==> config.mk <==
export PLATFORM = sky130hd
export DESIGN_NAME = jls_controller
export DESIGN_NICKNAME = d
export VERILOG_FILES = /design/src/rtl/jls_pkg.sv /design/src/rtl/jls_controller.sv
export SDC_FILE = /design/constraint.sdc
export NUM_CORES = 1
export LEC_CHECK = 0
export BUFFER_PORTS_ARGS = -buffer_cell sky130_fd_sc_hd__buf_4
export CAP_MARGIN = 20
export CORE_ASPECT_RATIO = 0.5
export CORE_UTILIZATION = 40
export DETAILED_ROUTE_END_ITERATION = 10
export GPL_ROUTABILITY_DRIVEN = 0
export PLACE_DENSITY = 0.57
export SYNTH_ARGS = -nofsm -noshare
export SYNTH_HDL_FRONTEND = slang
export SYNTH_SLANG_ARGS = --single-unit
==> constraint.sdc <==
create_clock -name clk -period 9.19 [get_ports clk]
set_clock_uncertainty 0.2 [all_clocks]
set_input_delay 1.3785 -clock clk [delete_from_list [all_inputs] [get_ports clk]]
set_output_delay 1.3785 -clock clk [all_outputs]
set_load 0.02 [all_outputs]
==> src/rtl/jls_pkg.sv <==
// Package for the Jacobi linear solver: request/result types, codes, constants.
// No dependencies.
package jls_pkg;

    localparam int DEF_MAX_N     = 16;
    localparam int DEF_FRAC_BITS = 16;

    typedef enum logic [1:0] {
        MODE_COEF  = 2'd0,
        MODE_RHS   = 2'd1,
        MODE_SOLVE = 2'd2,
        MODE_NONE  = 2'd3
    } mode_t;

    typedef enum logic [1:0] {
        ST_CONVERGED = 2'd0,
        ST_LIMIT     = 2'd1,
        ST_ZERO_DIAG = 2'd2,
        ST_UNUSED    = 2'd3
    } status_t;

    localparam logic [1:0] REG_SIZE = 2'd0;
    localparam logic [1:0] REG_TOL  = 2'd1;
    localparam logic [1:0] REG_MAXI = 2'd2;

    typedef struct packed {
        logic [1:0]         mode;
        logic [3:0]         row;
        logic [3:0]         col;
        logic signed [31:0] value;
    } request_t;

    typedef struct packed {
        logic [3:0]         index;
        logic signed [31:0] solution_value;
        logic [1:0]         status;
        logic               last;
    } result_t;

    typedef enum logic [3:0] {
        S_IDLE,
        S_DIAG,
        S_DIAG_W,
        S_ROW_INIT,
        S_MAC,
        S_MAC_W,
        S_DIV,
        S_DIV_W,
        S_SWEEP_END,
        S_EMIT,
        S_EMIT_W
    } state_t;

    typedef struct packed {
        logic clear;
        logic rd_diag;
        logic row_init;
        logic mac_rd;
        logic mac_acc;
        logic div_start;
        logic div_store;
        logic sweep_end;
        logic emit_rd;
        logic emit_out;
    } cmd_t;

    typedef struct packed {
        logic diag_zero;
        logic div_done;
        logic converged;
    } stat_t;

endpackage

==> src/rtl/jls_controller.sv <==
// Controller state machine sequencing diagonal check, sweeps and result emission.
// Depends on jls_pkg.
module jls_controller
    import jls_pkg::*;
#(
    parameter int MAX_N = DEF_MAX_N
)
(
    input  logic                     clk,
    input  logic                     rst_n,
    input  logic                     go,
    input  logic [4:0]               size_cfg,
    input  logic [15:0]              maxi_cfg,
    input  stat_t                    stat,
    output cmd_t                     cmd,
    output logic                     busy,
    output logic [$clog2(MAX_N)-1:0] ri,
    output logic [$clog2(MAX_N)-1:0] cj,
    output logic [1:0]               status_code,
    output logic                     last_flag
);
    localparam int IW = $clog2(MAX_N);
    localparam int CW = IW + 1;

    state_t        state_reg, state_next;
    logic [CW-1:0] i_reg, i_next, j_reg, j_next, n_reg, n_next;
    logic [15:0]   sw_reg, sw_next, lim_reg, lim_next;
    logic [1:0]    st_reg, st_next;
    logic [CW-1:0] n_eff;

    always_comb
    begin
        if (size_cfg == 5'd0)
        begin
            n_eff = CW'(1);
        end
        else if (32'(size_cfg) > MAX_N)
        begin
            n_eff = CW'(MAX_N);
        end
        else
        begin
            n_eff = CW'(size_cfg);
        end
    end

    always_comb
    begin
        state_next = state_reg;
        i_next     = i_reg;
        j_next     = j_reg;
        n_next     = n_reg;
        sw_next    = sw_reg;
        lim_next   = lim_reg;
        st_next    = st_reg;
        cmd        = '0;
        unique case (state_reg)
            S_IDLE:
            begin
                if (go)
                begin
                    cmd.clear  = 1'b1;
                    n_next     = n_eff;
                    lim_next   = (maxi_cfg == 16'd0) ? 16'd1 : maxi_cfg;
                    sw_next    = '0;
                    i_next     = '0;
                    state_next = S_DIAG;
                end
            end
            S_DIAG:
            begin
                state_next = S_DIAG_W;
            end
            S_DIAG_W:
            begin
                cmd.rd_diag = 1'b1;
                if (i_reg == n_reg - 1'b1)
                begin
                    i_next     = '0;
                    state_next = S_ROW_INIT;
                end
                else
                begin
                    i_next     = i_reg + 1'b1;
                    state_next = S_DIAG;
                end
            end
            S_ROW_INIT:
            begin
                if (stat.diag_zero)
                begin
                    st_next    = ST_ZERO_DIAG;
                    i_next     = '0;
                    state_next = S_EMIT;
                end
                else
                begin
                    cmd.row_init = 1'b1;
                    j_next       = '0;
                    state_next   = S_MAC;
                end
            end
            S_MAC:
            begin
                if (j_reg != i_reg)
                begin
                    cmd.mac_rd = 1'b1;
                end
                if (j_reg == n_reg - 1'b1)
                begin
                    state_next = S_MAC_W;
                end
                else
                begin
                    j_next = j_reg + 1'b1;
                end
            end
            S_MAC_W:
            begin
                j_next = j_reg + 1'b1;
                if (j_reg == n_reg + 1'b1)
                begin
                    state_next = S_DIV;
                end
            end
            S_DIV:
            begin
                cmd.mac_acc = 1'b1;
                state_next  = S_DIV_W;
            end
            S_DIV_W:
            begin
                if (j_reg == '0)
                begin
                    cmd.div_start = 1'b1;
                    j_next        = CW'(1);
                end
                else if (stat.div_done)
                begin
                    cmd.div_store = 1'b1;
                    if (i_reg == n_reg - 1'b1)
                    begin
                        state_next = S_SWEEP_END;
                    end
                    else
                    begin
                        i_next     = i_reg + 1'b1;
                        state_next = S_ROW_INIT;
                    end
                end
            end
            S_SWEEP_END:
            begin
                cmd.sweep_end = 1'b1;
                sw_next       = sw_reg + 1'b1;
                i_next        = '0;
                if (stat.converged)
                begin
                    st_next    = ST_CONVERGED;
                    state_next = S_EMIT;
                end
                else if (sw_reg + 1'b1 >= lim_reg)
                begin
                    st_next    = ST_LIMIT;
                    state_next = S_EMIT;
                end
                else
                begin
                    state_next = S_ROW_INIT;
                end
            end
            S_EMIT:
            begin
                cmd.emit_rd = 1'b1;
                state_next  = S_EMIT_W;
            end
            S_EMIT_W:
            begin
                cmd.emit_out = 1'b1;
                if (i_reg == n_reg - 1'b1)
                begin
                    state_next = S_IDLE;
                end
                else
                begin
                    i_next     = i_reg + 1'b1;
                    state_next = S_EMIT;
                end
            end
            default:
            begin
                state_next = S_IDLE;
            end
        endcase
        if (state_reg == S_DIV && 1'b1)
        begin
            j_next = '0;
        end
    end

    always_ff @(posedge clk or negedge rst_n)
    begin
        if (!rst_n)
        begin
            state_reg <= S_IDLE;
            i_reg     <= '0;
            j_reg     <= '0;
            n_reg     <= CW'(1);
            sw_reg    <= '0;
            lim_reg   <= 16'd1;
            st_reg    <= ST_CONVERGED;
        end
        else
        begin
            state_reg <= state_next;
            i_reg     <= i_next;
            j_reg     <= j_next;
            n_reg     <= n_next;
            sw_reg    <= sw_next;
            lim_reg   <= lim_next;
            st_reg    <= st_next;
        end
    end

    assign busy        = (state_reg != S_IDLE);
    assign ri          = i_reg[IW-1:0];
    assign cj          = j_reg[IW-1:0];
    assign status_code = st_reg;
    assign last_flag   = (i_reg == n_reg - 1'b1);

    a_emit_ends: assert property (@(posedge clk) disable iff (!rst_n)
        (state_reg == S_EMIT_W && last_flag) |=> (state_reg == S_IDLE))
        else $error("emission did not end after last component");
    a_sweep_bound: assert property (@(posedge clk) disable iff (!rst_n)
        (state_reg != S_IDLE) |-> (sw_reg <= lim_reg))
        else $error("sweep count passed limit");
    a_idx_range: assert property (@(posedge clk) disable iff (!rst_n)
        (state_reg != S_IDLE) |-> (i_reg < n_reg))
        else $error("row index out of range");
endmodule

==> results_dict.tcl, run 1 <==
set metrics [dict create \
    status "complete, but fails checks" \
    failed_checks "design-rule violations" \
    rrSetupSlack_ns 5.32 \
    hold_viol 0 \
    area_growth_pct 13.6 \
    synthMuxAreaShare_pct 0.834 \
    reg2reg_depth 13 \
    tightest_slew_ns 0.701 \
    routed_wl_um 9180 \
    vias 3176 \
    setup_tns_ns 0 \
    ctsResizeCount 0 \
    synth.net_count 491 \
    core.rowCount 24 \
    period_minus_slack_ns 3.98 \
    drtIter0Drc 284 \
    clkLatencyLatePin_ns 0.31 \
    synth_area_mm2 0.00375 \
    final_cell_mix "nand2_1, dfrtp_1, buf_4" \
    worst_ep_arrival_time_ns 2.40 \
    hp-start "lim_reg[0]$_DFFE_PN1P_" \
    cts_buffers 5 \
    avgSynthCellArea_um2 8.48 \
    synth-adder-area-share_pct 7.34 \
    reg2reg_to "state_reg[3]$_DFFE_PN0P_" \
    drc 3 \
    synth_edf_count 0 \
    whs_ns 0.290 \
    fillerInstances 891 \
    finish.utilization_pct 47.9 \
    hold_end "lim_reg[0]$_DFFE_PN1P_" \
    die_area_mm2 0.00979 \
    max_freq_mhz 251 \
    antenna_found_initial 0 \
    synth_cell_types 62 \
    grtUsageTotal_pct 20.3 \
    cts_tree "done" \
    synthXorXnorAreaFrac_pct 7.71 \
    die_w_um 139 \
    diodes 0 \
    power_density_mw_per_mm2 309 \
    setup_ws_ns 5.21 \
    worst_ir_drop_vdd_uv 118 \
    synth_warnings 0 \
    wl_per_cell_um 15.7 \
    fin_nets 516 \
    cts_max_level 2 \
    cts_max_path_buffers 2 \
    slew_violations 0 \
    fin_crit_sh_pct 43.3 \
    final_common_cell "nand2_1" \
    slew_headroom_pct 53.3 \
    drive_above_1_share_pct 15.6 \
    initial_core_util_pct 42.2 \
    synthSimpleGateAreaFrac_pct 21.0 \
    firstDrtPassIters 9 \
    grt_max_degree 54 \
    top_level_ports 49 \
    timing.rr.start "sw_reg[0]$_DFFE_PN0P_" \
    worstPathMaxFanout 20 \
    setup_viol 0 \
    globalRouteOverflowTotal 0 \
    endpoint_kind "output port" \
    drt-vias-per-instance 5.43 \
    synth_seq_cells 53 \
    grt_pass1_wl_um 15700 \
    ys_async_sr_fraction_pct 100 \
    synth_top_family_by_area "simple AND/OR/NAND/NOR gates" \
    worstSetupPathType "reg2out" \
    cellLeakagePower_uw 0.00198 \
    final_antenna_net_count 0 \
    seqCellArea_mm2 0.00133 \
    root_buffer "clkbuf_16" \
    hold_class "reg2reg" \
    crit_required_ns 7.61 \
    p_total_uw 1320 \
    cts.reportedPaths.clkPinSlew_ns 0.08 \
    hold_depth 2 \
    core_mm2 0.00889 \
    rsz0062_at_grt "no" \
    drv_cap 0 \
    dp.final_hpwl_um 6810 \
    synth_ff_type "dfrtp_1" \
    die_h_um 70.5 \
    ys_seq_area_share_pct 35.4 \
    startpoint_type "flop" \
    grt_pass1_vias 3151 \
    netlist_instances 442 \
    portBuffers 48 \
    post_cts_buffers 0 \
    dp_slack_ns 5.34 \
    cts-hold-fix-buffers 0 \
    clkSinkCount 53 \
    multi_input_area_mm2 0.00215 \
    synth-compound-area-share_pct 20.4 \
]
==> power by group <==
part	internal, uW	leakage, uW	switching (uW)	total (uW)
Sequential	318	0.000686	115	434
Combinational	278	0.00122	399	677
Clock	105	0.0000767	102	207
Total	702	0.00198	616	1320
==> worst max-delay path by stage <==
stage,startpoint,end,slack [ns]
after global placement,sw_reg[0]$_DFFE_PN0P_,status_code[0]$_DFFE_PN0P_,5.40
after floorplan,go,cmd[9],5.43
after CTS,n_reg[0]$_DFFE_PN1P_,last_flag,5.23
after detailed placement,sw_reg[0]$_DFFE_PN0P_,state_reg[3]$_DFFE_PN0P_,5.34
final,state_reg[1]$_DFFE_PN0P_,cmd[2],5.21
after global routing,sw_reg[0]$_DFFE_PN0P_,state_reg[3]$_DFFE_PN0P_,4.96
==> synth_stat cells, types with 9 or more instances <==
library cell | number | area [um^2]
buf_4 | 9 | 67.6
dfrtp_1 | 51 | 1280
nand3_1 | 20 | 100
a21oi_1 | 10 | 50.1
ha_1 | 22 | 275
xor2_1 | 15 | 131
nor2_1 | 22 | 82.6
o21ai_0 | 47 | 235
nand2_1 | 59 | 221
inv_1 | 30 | 113
clkbuf_1 | 15 | 56.3
xnor2_1 | 18 | 158
==> routing by layer <==
metal	wire length, um	GRT usage, %
met2	4120	33.1
met3	313	3.84
met1	4640	27.7
met5	0	0
met4	101	5.56
==> final cells by class <==
cell class | instances | area share, %
Clock buffer | 5 | 2.94
Sequential cell | 53 | 31.2
Clock inverter | 3 | 0.676
Timing Repair Buffer | 49 | 8.64
Tap cell | 117 | 3.44
Multi-Input combinational cell | 327 | 50.4
Inverter | 31 | 2.73
==> worst max-delay path, stage by stage (launching register included) <==
cell	delay [ns]
dfrtp_1	0.56
nor2_1	0.39
nand2_1	0.50
inv_2	0.43
buf_4	0.21
==> cells by family (layout without fill, tap and decap cells) <==
logic type / count (synthesis) / count (layout)
buffers and inverters: 62 / 88
XOR/XNOR: 33 / 33
AO/OA/AOI/OAI: 116 / 116
flip-flops: 53 / 53
AND/OR/NAND/NOR: 153 / 153
multiplexers: 3 / 3
adder cells (fa/ha/maj): 22 / 22
==> per-stage QoR <==
| stage | std cells | instance area [um^2] |
|---|---|---|
| after floorplan | 442 | 3750 |
| after global placement | 577 | 4110 |
| after detailed placement | 577 | 4110 |
| after CTS | 585 | 4260 |
| after global routing | 585 | 4260 |
| final | 585 | 4260 |
No activity file was read; power rests on OpenSTA's default activity.
==> run 2, diff against run 1 <==
Settings changed: PLACE_DENSITY 0.57 to 0.59.
Clock period 9.19 ns to 3.4 ns, I/O delays scaled along.
==> results_dict.tcl, run 2 (synthesis results as in run 1) <==
set metrics [dict create \
    clkSinkCount 53 \
    hold_viol 0 \
    area_growth_pct 15.6 \
    crit_required_ns 3.39 \
    period_minus_slack_ns 3.25 \
    wl_per_cell_um 15.1 \
    globalRouteOverflowTotal 0 \
    rrSetupSlack_ns 0.15 \
    multi_input_area_mm2 0.00217 \
    endpoint_kind "flop" \
    final_common_cell "nand2_1" \
    drc 0 \
    grt_max_degree 54 \
    portBuffers 48 \
    grtUsageTotal_pct 19.3 \
    seqCellArea_mm2 0.00133 \
    fillerInstances 891 \
    hold_class "in2async" \
    antenna_found_initial 0 \
    fin_cells 593 \
    slew_headroom_pct 50.9 \
    drv_cap 0 \
    dp_cells 585 \
    routed_wl_um 8950 \
    grt_pass1_vias 3067 \
    p_total_uw 3550 \
    finish.utilization_pct 48.8 \
    final_cell_mix "nand2_1, buf_4, dfrtp_1" \
    final_antenna_net_count 0 \
    cts_tree "done" \
    die_area_mm2 0.00979 \
    diodes 0 \
    drtIter0Drc 229 \
    worst_ep_arrival_time_ns 3.24 \
    fin_nets 524 \
    drive_above_1_share_pct 17.6 \
    fin_crit_sh_pct 95.5 \
    die_h_um 70.5 \
    dp.final_hpwl_um 6600 \
    power_density_mw_per_mm2 819 \
    crit_chain "ha_1 -> and3_1 -> nand3_1 -> nor2_2 -> buf_4 -> and3_1 -> xor2_1 -> ha_1 -> nand4_1 -> nor4_2 -> a211oi_4 -> nand2b_1 -> a31o_2" \
    grt_pass1_wl_um 14900 \
    firstDrtPassIters 6 \
    top_level_ports 49 \
    setup_viol 0 \
    max_freq_mhz 308 \
    cts-hold-fix-buffers 0 \
    initial_core_util_pct 42.2 \
    clkLatencyLatePin_ns 0.29 \
    tightest_slew_ns 0.734 \
    cts_max_level 2 \
    cp_slowest_cell "nor4_2" \
    slew_violations 0 \
    cts_max_path_buffers 2 \
    startpoint_type "flop" \
    root_buffer "clkbuf_16" \
    critPathTopFamily "simple AND/OR/NAND/NOR gates" \
    path_buf_inv 1 \
    core_mm2 0.00889 \
    worstSetupPathType "reg2reg" \
    slowest_delay_ns 0.40 \
    cellLeakagePower_uw 0.00201 \
    worstPathMaxFanout 5 \
    vias 3175 \
    worst_ir_drop_vdd_uv 255 \
    drt-vias-per-instance 5.35 \
    cts_buffers 5 \
    status "finished clean" \
    core.rowCount 24 \
    cts.reportedPaths.clkPinSlew_ns 0.07 \
    die_w_um 139 \
]
## run 2: timing repair
item,in CTS,in global routing
buffers inserted,0,0
setup endpoints to repair,0,3
resized for setup,0,4
## run 2: where the power goes
part           switching, uW  internal [uW]  leakage (uW)
logic                   1110            776       0.00126
registers                277            861      0.000686
clock network            247            273     0.0000621
total                   1640           1910       0.00201
## run 2: metal layers
| layer | up-vias | global-route usage (%) | wire length [um] |
|---|---|---|---|
| met4 | 0 | 3.95 | 43 |
| met2 | 62 | 33.1 | 4180 |
| li1 | 1613 | - | - |
| met1 | 1496 | 25.5 | 4410 |
| met5 | - | 0 | 0 |
| met3 | 4 | 3.70 | 323 |
## run 2: cell type report
type / count / area share (%)
clock buffers: 5 / 2.89
clock inverters: 3 / 0.520
inverters: 31 / 2.68
multi-input cells: 327 / 50.0
flip-flops and latches: 53 / 30.7
well taps: 117 / 3.38
repair buffers: 57 / 9.87
## run 2: stage by stage
| step | TNS, ns | setup WS [ns] | hold slack [ns] | cell area [um^2] |
|---|---|---|---|---|
| 6_report | 0 | 0.153 | 0.0581 | 4330 |
| 5_1_grt | -0.0431 | -0.0431 | 0.116 | 4330 |
| 4_1_cts | 0 | 0.00318 | 0.0995 | 4310 |
| 3_5_place_dp | 0 | 0.0225 | 0.291 | 4170 |
| 3_3_place_gp | 0 | 0.120 | 0.281 | 4170 |
| 2_1_floorplan | 0 | 0.0731 | 0.0144 | 3750 |
## run 2: path summary, 6_finish.rpt
path,start,endpoint,cells past startpoint
worst max-delay path,sw_reg[1]$_DFFE_PN0P_,status_code[0]$_DFFE_PN0P_,13
worst min-delay path,rst_n,lim_reg[4]$_DFFE_PN0P_,1
worst max register to register,sw_reg[1]$_DFFE_PN0P_,status_code[0]$_DFFE_PN0P_,13
worst min register to register,lim_reg[0]$_DFFE_PN1P_,lim_reg[0]$_DFFE_PN1P_,2
max in group asynchronous,rst_n,i_reg[1]$_DFFE_PN0P_,1
min in group clk,size_cfg[4],n_reg[0]$_DFFE_PN1P_,2
## run 2: worst register-to-register path, delay by kind of cell, from the launching register on
kind | cells | cell delay, ns
XOR/XNOR | 1 | 0.09
buffers and inverters | 1 | 0.16
AND/OR/NAND/NOR | 7 | 1.46
AO/OA/AOI/OAI | 2 | 0.37
adder cells (fa/ha/maj) | 2 | 0.48
flip-flops | 1 | 0.38
